File: src/hdl/gkg_pkg.sv
// Shared types and constants of the Gaussian kernel generator.
`timescale 1ns / 1ps
package gkg_pkg;

    // Serial divider widths: numerator and quotient, divisor.
    localparam int DIV_NW = 48;
    localparam int DIV_DW = 25;
    localparam int DIV_CW = $clog2(DIV_NW + 1);

    // Exponent cutoff 12.0 in Q.16, at or above which the weight is zero.
    localparam logic [DIV_NW-1:0] EXP_CUTOFF = DIV_NW'(12) << 16;
    // Repeated squarings that undo the range reduction by 1024.
    localparam int SQUARINGS = 10;

    typedef struct packed {
        logic              start;
        logic [DIV_NW-1:0] num;
        logic [DIV_DW-1:0] den;
    } t_div_req;

    typedef struct packed {
        logic              busy;
        logic [DIV_NW-1:0] quot;
    } t_div_rsp;

endpackage

File: src/hdl/gkg_div.sv
// Restoring divider, one quotient bit per cycle.
`timescale 1ns / 1ps
module gkg_div (
    input  logic             i_clk,
    input  logic             i_rst_n,
    input  gkg_pkg::t_div_req i_req,
    output gkg_pkg::t_div_rsp o_rsp
);

    logic [gkg_pkg::DIV_NW-1:0] r_num;
    logic [gkg_pkg::DIV_DW-1:0] r_den;
    logic [gkg_pkg::DIV_DW:0]   r_rem;
    logic [gkg_pkg::DIV_CW-1:0] r_cnt;
    logic                       r_busy;

    logic [gkg_pkg::DIV_DW+1:0] n_trial;
    logic                       n_fit;

    always_comb begin
        n_trial = {r_rem, r_num[gkg_pkg::DIV_NW-1]};
        n_fit   = n_trial >= {2'b00, r_den};
    end

    always_ff @(posedge i_clk) begin
        if (!i_rst_n) begin
            r_busy <= 1'b0;
            r_cnt  <= '0;
        end else if (i_req.start) begin
            r_busy <= 1'b1;
            r_cnt  <= gkg_pkg::DIV_CW'(gkg_pkg::DIV_NW);
        end else if (r_busy) begin
            r_cnt <= r_cnt - 1'b1;
            if (r_cnt == gkg_pkg::DIV_CW'(1)) begin
                r_busy <= 1'b0;
            end
        end
    end

    always_ff @(posedge i_clk) begin
        if (i_req.start) begin
            r_num <= i_req.num;
            r_den <= i_req.den;
            r_rem <= '0;
        end else if (r_busy) begin
            r_rem <= n_fit ? (gkg_pkg::DIV_DW+1)'(n_trial - {2'b00, r_den})
                           : n_trial[gkg_pkg::DIV_DW:0];
            r_num <= {r_num[gkg_pkg::DIV_NW-2:0], n_fit};
        end
    end

    assign o_rsp.busy = r_busy;
    assign o_rsp.quot = r_num;

endmodule

File: config.mk
export PLATFORM = sky130hd
export DESIGN_NAME = gkg_div
export DESIGN_NICKNAME = d
export VERILOG_FILES = /design/src/hdl/gkg_pkg.sv /design/src/hdl/gkg_div.sv
export SDC_FILE = /design/constraint.sdc
export NUM_CORES = 1
export LEC_CHECK = 0
export ABC_AREA = 0
export ABC_CLOCK_PERIOD_IN_PS = 7590
export BUFFER_PORTS_ARGS = -buffer_cell sky130_fd_sc_hd__buf_2
export CAP_MARGIN = 30
export CORE_ASPECT_RATIO = 1.1
export CORE_MARGIN = 2
export CORE_UTILIZATION = 50
export CTS_BUF_LIST = sky130_fd_sc_hd__clkbuf_16
export DETAILED_ROUTE_END_ITERATION = 8
export PLACE_DENSITY_LB_ADDON = 0.05
export SLEW_MARGIN = 15
export SYNTH_ARGS = -nofsm -noshare
export SYNTH_HDL_FRONTEND = slang
export SYNTH_SLANG_ARGS = --single-unit
File: constraint.sdc
create_clock -name i_clk -period 7.59 [get_ports i_clk]
set_clock_uncertainty 0.2 [all_clocks]
set_input_delay 0.3795 -clock i_clk [delete_from_list [all_inputs] [get_ports i_clk]]
set_output_delay 0.3795 -clock i_clk [all_outputs]
set_load 0.005 [all_outputs]
## After elaboration in Yosys (flattened, before gate mapping)

Index checks and enable logic that the tools add are counted.

- Register bits: 106
- Input port bits: 76
- Output and inout bits: 49
- Word-level logic and storage cells: 21

- Add/subtract/negate cells: 2
- Equal/unequal tests: 1
- Reductions and logical operators: 2
- Order comparisons: 1
- Muxes and demuxes: 8
- Bitwise logic cells: 1

Operators by type and width:

| kind | number |
|---|---|
| $mux W48 | 2 |
| $ge A27 B25 Y1 | 1 |
| $mux W26 | 1 |
| $sub A26 B25 Y26 | 1 |
| $mux W6 | 2 |
| $eq A6 B1 Y1 const B | 1 |
| $sub A6 B1 Y6 const B | 1 |
| $mux W1 | 3 |
| $reduce_bool A2 Y1 | 1 |
| $reduce_or A2 Y1 | 1 |
| $not A1 Y1 | 1 |

## Depth between registers and ports, before layout

Gate-level depths: netlist (run 1).

- Depth after elaboration: 4
- Mapped depth: 12
- Mapped depth without buffers: 12

## Worst setup path before layout (run 1)

OpenSTA, ideal clock, no wires.

- Path type: flip-flop to flip-flop
- From: register r_num[47] (netlist bit)
- To: register r_rem[24] (netlist bit)
- Path buffers: 0
- Required time: 7302 ps
- Stages on the path, launching flop included: 13
- Arrival time: 2686 ps
- Setup time: 88 ps
- Path slack: 4616 ps
- Period minus slack after synthesis: 2974 ps
- Cells stage by stage: edfxtp_1 inv_1 ha_1 inv_1 fa_1 a21oi_1 o211ai_2 a221oi_2 o21ba_2 o221ai_2 o311a_1 a21o_1 a311oi_2

- Word-level cells in the longest chain between the ends: 2
- Elaborated cells between the ends (all ways): 3
- Those cells by class: 1 x add/sub; 1 x order compare; 1 x mux

Ends and longest elaborated chain:

| item | RTL line | text |
|---|---|---|
| from (decl) | gkg_div.sv:10 | `logic [gkg_pkg::DIV_NW-1:0] r_num;` |
| from (signal assigned) | gkg_div.sv:41 | `r_num <= i_req.num;` |
| from (signal assigned) | gkg_div.sv:47 | `r_num <= {r_num[gkg_pkg::DIV_NW-2:0], n_fit};` |
| $sub A26 B25 Y26 or $ge A27 B25 Y1 (tied branches) | gkg_div.sv:45, gkg_div.sv:21 |  |
| $mux W26 * | gkg_div.sv:45 | `r_rem <= n_fit ? (gkg_pkg::DIV_DW+1)'(n_trial - {2'b00, r_den})` |
| to (signal assigned) | gkg_div.sv:45 |  |
| to (decl) | gkg_div.sv:12 | `logic [gkg_pkg::DIV_DW:0] r_rem;` |

Mark *: on every way between the ends. The rest lies on a longest branch, timed or not.
A chain may end at the register's enable or synchronous reset.

## Worst setup path after layout (run 1)

- From: register r_den[1] (netlist bit)
- To: register r_rem[20] (netlist bit)

- Word-level cells in the longest chain between the ends: 2
- Elaborated cells between the ends (all ways): 3
- Those cells by class: 1 x add/sub; 1 x order compare; 1 x mux

Ends and longest elaborated chain:

| item | RTL line | text |
|---|---|---|
| from (decl) | gkg_div.sv:11 | `logic [gkg_pkg::DIV_DW-1:0] r_den;` |
| from (signal assigned) | gkg_div.sv:42 | `r_den <= i_req.den;` |
| $sub A26 B25 Y26 or $ge A27 B25 Y1 (tied branches) | gkg_div.sv:45, gkg_div.sv:21 |  |
| $mux W26 * | gkg_div.sv:45 |  |

Marks and branches as above.

==> impl_results.md, run 1 <==
- Outcome: completed
- WP data arrival: 3450 ps
- RSZ-0062 raised after global routing: false
- Total gr overflow: 0
- XOR/XNOR Fraction of Synth Area: 4.00%
- DRC errors left: 0
- Leak: 0.00301 uW
- Pin count of the biggest net entering global routing: 83
- Leading cell type in the layout, fill and taps excluded: buf_2
- Total Nets Final: 738
- Seq cells post-synth: 106
- Hold Path Class: in2reg
- CP delay by family, top: compound AO/OA/AOI/OAI gates
- CTS Buf Count: 9
- HPWL after DPL: 8240 um
- Max_slew headroom: 49.4%
- PostCTS Resize Cnt: 0
- Synth Warn #: 0
- Setup Buffers After CTS: 0
- CP max stage delay: 680 ps
- Asr flop ratio synth: 0%
- WP data required: 7590 ps
- Syn_nets: 598
- Peak VDD IR: 0.000110 V
- Die X: 106 um
- Via density: 5.28
- # diodes: 0
- Mux cell area share after synthesis: 13.0%
- Layout cell share with drive strength beyond 1: 32.4%
- Yosys top cell area share: 38.5%
- CP Class: reg2reg
- 1st-pass router iterations: 5
- Post-DRT Antenna Nets: 0
- Mapped cell area: 0.00570 mm^2
- Average size of a mapped cell: 11.5 um^2
- Clock Path Buffers: 2
- Worst setup EP type: flip-flop
- CTS H-tree depth: 3
- Area Growth Syn to Fin: 22.1%
- Sink Count: 106
- Final wirelength: 11800 um
- Setup TNS Final: 0 ps
- CP max FO: 22
- Cell count after synthesis: 494
- Synth top area cells: edfxtp_1, dfxtp_1, mux2_2
- Vias: 4150
- Compound-cell area share of the yosys netlist: 13.9%
- Iteration-0 DRC Markers: 182
- Worst path bufs/invs: 2
- Antenna violations before repair: 0
- Count of cell types in the netlist: 60
- Critical path's slowest cell: a211oi_4
- Pwr dens: 221 mW/mm^2
- WL per Instance: 15.0 um
- Die area: 0.0123 mm^2
- Final setup violation count: 0
- CTS tree: built
- Final hold viol count: 0
- Most frequent cells in the layout: buf_2, edfxtp_1, mux2_2
- Post-synth EDFFs: 73
- Worst path cell trace: inv_1, ha_1, nor2b_1, o31ai_2, a311oi_2, nor3_2, o21ai_2, a211oi_4, buf_4, mux2i_1, a211oi_1
- Worst-skew pair later-pin latency: 350 ps
- Final WS setup: 4140 ps
- Worst-path clk slew: 70 ps
- Ports: 125
- Sequential area share after synthesis: 50.1%
- Final period utilization: 45.4%
- Synth Area in Adders: 6.28%
- Row cnt: 40
- Initial Utilization: 51.8%
- Dpl ws: 4110 ps
- Max-cap violations: 0
- Synth Area in Simple Gates: 8.37%
- Cts hold-fix bufs: 23
- Die height: 116 um
- Top_reg_cell synth: edfxtp_1
- Global-route wire length before repair: 19400 um
- Synth area leader: edfxtp_1
- Fin. max-slew vios: 0
- CP Launch Type: flip-flop
- Vias in the first global route: 4097
- IO buf count: 124
- Worst Tran Pin Value: 757 ps
- Gr usage total: 19.9%
- Core box area: 0.0110 mm^2
- Fmax: 290 MHz
- Largest family of logic cells by synthesized area: compound AO/OA/AOI/OAI gates
- Tmin final: 3450 ps
- CTS root buf: clkbuf_16
- RD Place Congestion: 0.968
==> path summary, 6_finish.rpt <==
kind             start        end  slack (ps)  cells after the start
max           r_den[1]  r_rem[20]        4140                     11
min          i_req[18]  r_den[18]          10                      1
max reg2reg   r_den[1]  r_rem[20]        4140                     11
min reg2reg   r_rem[6]   r_rem[6]         300                      2
==> power breakdown <==
| group | internal (uW) | leakage [uW] | switching, uW |
|---|---|---|---|
| logic | 187 | 0.00188 | 202 |
| clock network | 221 | 0.000132 | 212 |
| registers | 683 | 0.00100 | 31.0 |
| total | 1090 | 0.00301 | 445 |
==> logic make-up (layout without fill, tap and decap cells) <==
kind of cell | Yosys count | count (layout)
adder cells (fa/ha/maj) | 28 | 28
AND/OR/NAND/NOR | 99 | 99
XOR/XNOR | 26 | 26
flip-flops | 106 | 106
buffers and inverters | 59 | 204
multiplexers | 68 | 68
AO/OA/AOI/OAI | 108 | 108
==> flip-flops by register name, indices dropped and copies added (netlist names) <==
name,cells
r_den,25
r_busy,1
r_num,48
r_cnt,6
r_rem,26
==> cells in the mapped netlist (8+ instances only) <==
cell      count
ha_1         27
nor2_1       37
mux2i_1      21
mux2_2       47
o21ai_0       8
a211oi_1     22
a21o_1       11
nand2_1      23
edfxtp_1     73
xnor2_1      22
dfxtp_1      33
inv_1        36
a21oi_1      31
clkbuf_1     15
==> final cells by class <==
cell class | instances | area (um^2)
fill | 914 | 4050
clock inverter | 7 | 45.0
inverter | 36 | 135
tap | 147 | 184
multi-input combinational | 329 | 2590
timing repair buffer | 152 | 923
clock buffer | 9 | 225
sequential | 106 | 2850
==> metal layers <==
metal	GRT usage [%]	routed length, um	vias to the layer above	part of all wire [%]
met4	7.72	144	0	1.2
li1	-	-	2104	-
met3	5.29	554	12	4.7
met2	34.1	5910	89	50
met1	24.2	5210	1945	44
met5	0	0	-	0
==> stage by stage <==
| stage | hold slack (ps) | utilization, % | total power, uW | instance area (um^2) | instances |
|---|---|---|---|---|---|
| finish | 12.6 | 63.2 | 1540 | 6960 | 786 |
| global route | 8.39 | 63.2 | 1620 | 6960 | 786 |
| detailed placement | 299 | 58.5 | 1110 | 6440 | 746 |
| floorplan | 269 | - | 1000 | 5700 | 494 |
| global placement | 287 | 58.2 | 1100 | 6410 | 745 |
| CTS | 3.34 | 63.0 | 1550 | 6940 | 785 |
Power figures use the tool's default switching activity.
==> run 2: changes to the inputs <==
--- a/config.mk
+++ b/config.mk
@@ -6,7 +6,7 @@
 export NUM_CORES = 1
 export LEC_CHECK = 0
 export ABC_AREA = 0
-export ABC_CLOCK_PERIOD_IN_PS = 7590
+export ABC_CLOCK_PERIOD_IN_PS = 3600
 export BUFFER_PORTS_ARGS = -buffer_cell sky130_fd_sc_hd__buf_2
 export CAP_MARGIN = 30
 export CORE_ASPECT_RATIO = 1.1
==> constraint.sdc (replaced) <==
create_clock -name i_clk -period 3.6 [get_ports i_clk]
set_clock_uncertainty 0.2 [all_clocks]
set_input_delay 0.18 -clock i_clk [delete_from_list [all_inputs] [get_ports i_clk]]
set_output_delay 0.18 -clock i_clk [all_outputs]
set_load 0.005 [all_outputs]
==> impl_results.md, run 2 (synthesis gave the netlist of run 1 again) <==
- Sink Count: 106 (unchanged)
- Sequential share of power: 45.8% (-0.7 points)
- Initial Utilization: 51.8% (unchanged)
- Filler cells: 844 (-7.7%)
- Pwr dens: 441 mW/mm^2 (+100%)
- Worst path cell trace: inv_1, ha_1, inv_1, fa_1, a21oi_1, o211ai_2, a221oi_2, o21ba_2, o221ai_2, o311a_1, a21o_1, a311oi_2
- Total Nets Final: 791 (+7.2%)
- Leading cell type in the layout, fill and taps excluded: buf_2
- Max-cap violations: 0 (unchanged)
- Final hold slack: 267 ps (+254 ps)
- WL per Instance: 14.9 um (-1.1%)
- Worst-skew pair later-pin latency: 350 ps (about the same)
- CP Launch Type: flip-flop
- Peak VDD IR: 0.000279 V (+150%)
- Crit path top cell by count: inv_1
- PostCTS Resize Cnt: 0 (unchanged)
- P_int: 2340 uW (+110%)
- CP max stage delay: 410 ps (-270 ps)
- 1st-pass router iterations: 4 (-1)
- Tmin final: 3210 ps (-238 ps)
- WP data arrival: 3270 ps (-180 ps)
- Gr usage total: 21.3% (+1.4 points)
- WP data required: 3660 ps (-3930 ps)
- CTS root buf: clkbuf_16
- DRC errors left: 0 (unchanged)
- Critical path's slowest cell: fa_1
- RD Place Congestion: 0.888 (-8.2%)
- Iteration-0 DRC Markers: 168 (-7.7%)
- Max_slew headroom: 51.7% (+2.3 points)
- Outcome: completed
- Post-DRT Antenna Nets: 0 (unchanged)
- Vias: 4374 (+5.4%)
- Row cnt: 40 (unchanged)
- Worst-path clk slew: 70 ps (about the same)
- CP Class: reg2reg
- Die X: 106 um (unchanged)
- CTS Buf Count: 9 (unchanged)
- Fin. max-slew vios: 0 (unchanged)
- Leak: 0.00322 uW (+7.2%)
- CTS H-tree depth: 3 (unchanged)
- Top Registers: r_num: 48 flops, r_rem: 26 flops, r_den: 25 flops
- CTS tree: built
- Most flops, register: r_num
- Clk pwr share: 27.9% (-0.3 points)
- Via density: 5.21 (-1.3%)
- Most frequent cells in the layout: buf_2, dlygate4sd3_1, edfxtp_1
- Global-route wire length before repair: 20800 um (+7.3%)
- Antenna violations before repair: 0 (unchanged)
- Fmax: 312 MHz (+7.4%)
- HPWL after DPL: 8240 um (about the same)
- Final period utilization: 89.1% (+44 points)
- CP max FO: 3 (-86%)
- IO buf count: 124 (unchanged)
- Die area: 0.0123 mm^2 (unchanged)
- Final wirelength: 12500 um (+5.6%)
- Final hold viol count: 0 (unchanged)
- Ports: 125 (unchanged)
- Worst Tran Pin Value: 725 ps (-31.8 ps)
- Net Sw Frac: 28.9% (-0.091 points)
- Dpl cell area: 0.00645 mm^2 (+0.23%)
- Core box area: 0.0110 mm^2 (unchanged)
- Final setup violation count: 0 (unchanged)
- Worst setup EP type: flip-flop
- Final Cell Area: 0.00746 mm^2 (+7.3%)
- Final core occ: 67.8% (+4.6 points)
- Max reg flops: 48 (unchanged)
- Post-layout power: 3290 uW (+110%)
- Combinational share of power: 26.4% (+1.1 points)
- Setup TNS Final: 0 ps (unchanged)
- Pin count of the biggest net entering global routing: 60 (-28%)
- Total gr overflow: 0 (unchanged)
- Clock Path Buffers: 2 (unchanged)
- Area Growth Syn to Fin: 31.0%
- Hold Path Class: in2reg
- # diodes: 0 (unchanged)
- Vias in the first global route: 4574 (+12%)
- RSZ-0062 raised after global routing: false
- Layout cell share with drive strength beyond 1: 30.3% (-2.0 points)
- Die height: 116 um (unchanged)
- P_sw: 950 uW (+110%)
## run 2: cell types whose count changed in the layout (fill, tap and decap cells not counted), moves of 2 or more
cell / delta
clkinv_1: -2
clkinv_4: -2
buf_4: +3
dlygate4sd3_1: +51
## run 2: per-stage QoR
step | worst slack (ps) | cells
floorplan | 626 | 494
global placement | 483 | 748
detailed placement | 417 | 749
CTS | 380 | 839
global route | 151 | 839
finish | 391 | 839
## run 2: path summary, 6_finish.rpt
path                            cells past startpoint         to       from  slack [ps]
worst min register to register                      2   r_cnt[1]   r_cnt[1]         300
worst max register to register                     12  r_rem[24]  r_num[47]         390
worst max-delay path                               12  r_rem[24]  r_num[47]         390
worst min-delay path                                2  r_num[47]  i_req[73]         270
## run 2: power by group through the flow
stage | Sequential [uW] | Clock (uW) | Combinational [uW]
final | 1510 | 918 | 868
after global routing | 1520 | 989 | 963
after detailed placement | 1530 | 0 | 803
after global placement | 1530 | 0 | 786
after floorplan | 1520 | 0 | 588
after CTS | 1510 | 952 | 869
## run 2: timing repair
item | in CTS | in global routing
hold endpoints to repair | 80 | 0
endpoints found under the setup margin | 0 | 0
setup buffers | 0 | 0
hold buffers | 74 | 0
## run 2: layout make-up
cell class / instances / area [um^2] / area share [%]
repair buffers: 205 / 1430 / 19.1
flip-flops and latches: 106 / 2850 / 38.2
inverters: 36 / 135 / 1.81
well taps: 147 / 184 / 2.46
clock inverters: 7 / 45.0 / 0.604
multi-input cells: 329 / 2590 / 34.7
clock buffers: 9 / 225 / 3.02
## run 2: layer usage
| metal | global-route usage, % | part of all wire [%] | up-vias | wire length [um] |
|---|---|---|---|---|
| met5 | 0 | 0 | - | 0 |
| met4 | 10.3 | 2.4 | 0 | 301 |
| met3 | 4.39 | 4.0 | 22 | 502 |
| met2 | 37.6 | 51 | 97 | 6330 |
| met1 | 24.9 | 43 | 2052 | 5340 |
| li1 | - | - | 2203 | - |
## run 2: critical path, delay by kind of cell (launching register included)
| family | cells | cell delay, ps |
|---|---|---|
| DFF | 1 | 400 |
| AOI/OAI and AO/OA | 8 | 1830 |
| adders and majority gates | 2 | 560 |
| buffers and inverters | 2 | 120 |
==> run 3: changes to the inputs <==
--- a/config.mk
+++ b/config.mk
@@ -11,10 +11,10 @@
 export CAP_MARGIN = 30
 export CORE_ASPECT_RATIO = 1.1
 export CORE_MARGIN = 2
-export CORE_UTILIZATION = 50
+export CORE_UTILIZATION = 55
 export CTS_BUF_LIST = sky130_fd_sc_hd__clkbuf_16
 export DETAILED_ROUTE_END_ITERATION = 8
-export PLACE_DENSITY_LB_ADDON = 0.05
+export PLACE_DENSITY = 0.78
 export SLEW_MARGIN = 15
 export SYNTH_ARGS = -nofsm -noshare
 export SYNTH_HDL_FRONTEND = slang
==> impl_results.md, run 3 (synthesis gave the netlist of run 1 again) <==
- Met2 WL post-DR: 7340 um (+16%)
- CTS tree: built
- Layout cell share with drive strength beyond 1: 30.4% (+0.044 points)
- Most frequent cells in the layout: buf_2, dlygate4sd3_1, edfxtp_1
- Outcome: completed
- IO buf count: 124 (unchanged)
- RD Place Congestion: 0.953 (+7.2%)
- Sink Count: 106 (unchanged)
- RSZ-0062 raised after global routing: false
- Worst setup startpoint: r_num[47]
- Area Growth Syn to Fin: 31.8%
- Initial Utilization: 57.1% (+5.3 points)
- Die area: 0.0112 mm^2 (-8.8%)
- Ports: 125 (unchanged)
- Fin. max-slew vios: 0 (unchanged)
- Total Nets Final: 790 (-0.13%)
- Tmin final: 3220 ps (+16.0 ps)
- Via density: 5.60 (+7.4%)
- HPWL after DPL: 8660 um (+5.0%)
- Fmax: 310 MHz (-0.50%)
- CP Class: reg2reg
- CTS Buf Count: 9 (unchanged)
- R2r startpoint: r_num[47]
- Critical path's slowest cell: edfxtp_1
- Worst-path clk slew: 80 ps (about the same)
- Reg2Reg Capture Point: r_rem[24]
- Hold Path Class: reg2reg
- WL per Instance: 17.5 um (+18%)
- Vias in the first global route: 4808 (+5.1%)
- Reg2reg path depth: 12 (unchanged)
- Max reg flops: 48 (unchanged)
- Pin count of the biggest net entering global routing: 61 (+1.7%)
- Leading cell type in the layout, fill and taps excluded: buf_2
- Most flops, register: r_num
- Global-route wire length before repair: 23500 um (+13%)
- Wire length on met3: 779 um (+55%)
- Antenna violations before repair: 0 (unchanged)
- Pwr dens: 475 mW/mm^2 (+7.6%)
- Worst hold path depth: 2 (unchanged)
- Final hold viol count: 0 (unchanged)
- CP Launch Type: flip-flop
- CP max stage delay: 410 ps (about the same)
- Peak VDD IR: 0.000298 V (+6.8%)
- CTS root buf: clkbuf_16
- CP max FO: 3 (unchanged)
- Worst setup EP type: flip-flop
- Clock Path Buffers: 2 (unchanged)
- R2R Setup Slk: 380 ps (-20 ps)
- Top Registers: r_num: 48 flops, r_rem: 26 flops, r_den: 25 flops
- Post-DRT Antenna Nets: 0 (unchanged)
- WP data arrival: 3290 ps (+20 ps)
- Setup TNS Final: 0 ps (unchanged)
- Worst path cell trace: inv_1, ha_1, inv_1, fa_1, a21oi_1, o211ai_2, a221oi_2, o21ba_2, o221ai_2, o311a_1, a21o_1, a311oi_2
- Worst path bufs/invs: 2 (unchanged)
- Crit path top cell by count: inv_1
- Vias: 4540 (+3.8%)
- Max-cap violations: 0 (unchanged)
- Die X: 101 um (-4.5%)
- Gr usage total: 26.6% (+5.3 points)
- Final core occ: 75.2% (+7.4 points)
- Leak: 0.00326 uW (+1.0%)
- 1st-pass router iterations: 4 (unchanged)
- Final period utilization: 89.6% (+0.44 points)
- Die height: 111 um (-4.5%)
- Hold Startpoint: r_cnt[1]
- Final hold slack: 303 ps (+35.9 ps)
- DR top layer: met4
- Max_slew headroom: 54.8% (+3.1 points)
- WP data required: 3660 ps (about the same)
- DRC errors left: 0 (unchanged)
- Final wirelength: 14200 um (+14%)
- Final setup violation count: 0 (unchanged)
- # diodes: 0 (unchanged)
- Iteration-0 DRC Markers: 192 (+14%)
- CTS H-tree depth: 3 (unchanged)
- Met1 wire length: 5760 um (+7.8%)
- Row cnt: 38 (-5.0%)
- Worst-skew pair later-pin latency: 360 ps (about the same)
- Total gr overflow: 0 (unchanged)
- PostCTS Resize Cnt: 0 (unchanged)
- Min-Delay Endpoint: r_cnt[1]
- CP delay by family, top: compound AO/OA/AOI/OAI gates
- Worst Tran Pin Value: 678 ps (-47.2 ps)
- Core box area: 0.00998 mm^2 (-9.3%)
run 3: worst max-delay path by stage:
| stage | to | slack (ps) | cells past startpoint |
|---|---|---|---|
| 6_report | r_rem[24] | 380 | 12 |
| 4_1_cts | r_rem[24] | 370 | 12 |
| 2_1_floorplan | r_rem[24] | 630 | 12 |
| 3_3_place_gp | r_rem[24] | 510 | 12 |
| 3_5_place_dp | r_rem[24] | 430 | 12 |
| 5_1_grt | r_rem[24] | 190 | 12 |
run 3: repair_timing:
action | CTS | global route
endpoints found under the hold margin | 80 | 0
buffers inserted | 0 | 0
hold buffers | 74 | 0
run 3: power by group:
group	total, uW	switching [uW]	internal, uW
combinational	886	454	433
sequential	1520	75.5	1440
clock	1160	474	687
total	3560	1000	2560
run 3: area by class of cell:
| type | count | area [um^2] |
|---|---|---|
| Inverter | 36 | 135 |
| Sequential cell | 106 | 2850 |
| Timing Repair Buffer | 204 | 1430 |
| Clock inverter | 7 | 123 |
| Tap cell | 120 | 150 |
| Multi-Input combinational cell | 329 | 2590 |
| Fill cell | 653 | 2480 |
| Clock buffer | 9 | 225 |
run 3: per-stage QoR:
step	setup slack (ps)	total power (uW)	cell area [um^2]	cells
after global routing	195	3720	7510	811
after CTS	372	3550	7510	811
final	375	3560	7510	811
after floorplan	626	2110	5700	494
after global placement	506	2300	6390	720
after detailed placement	430	2330	6420	721
run 3: metal layers:
metal,vias to the layer above,GRT usage (%)
met5,-,0
met4,0,8.56
met3,27,6.49
met2,148,46.5
met1,2163,31.5
li1,2202,-
run 3: worst reg2reg max path, stage by stage (launching register included):
cell and delay (ps):
edfxtp_1 410, inv_1 80, ha_1 160, inv_1 60
fa_1 400, a21oi_1 280, o211ai_2 140, a221oi_2 300
o21ba_2 220, o221ai_2 130, o311a_1 350, a21o_1 170
a311oi_2 240
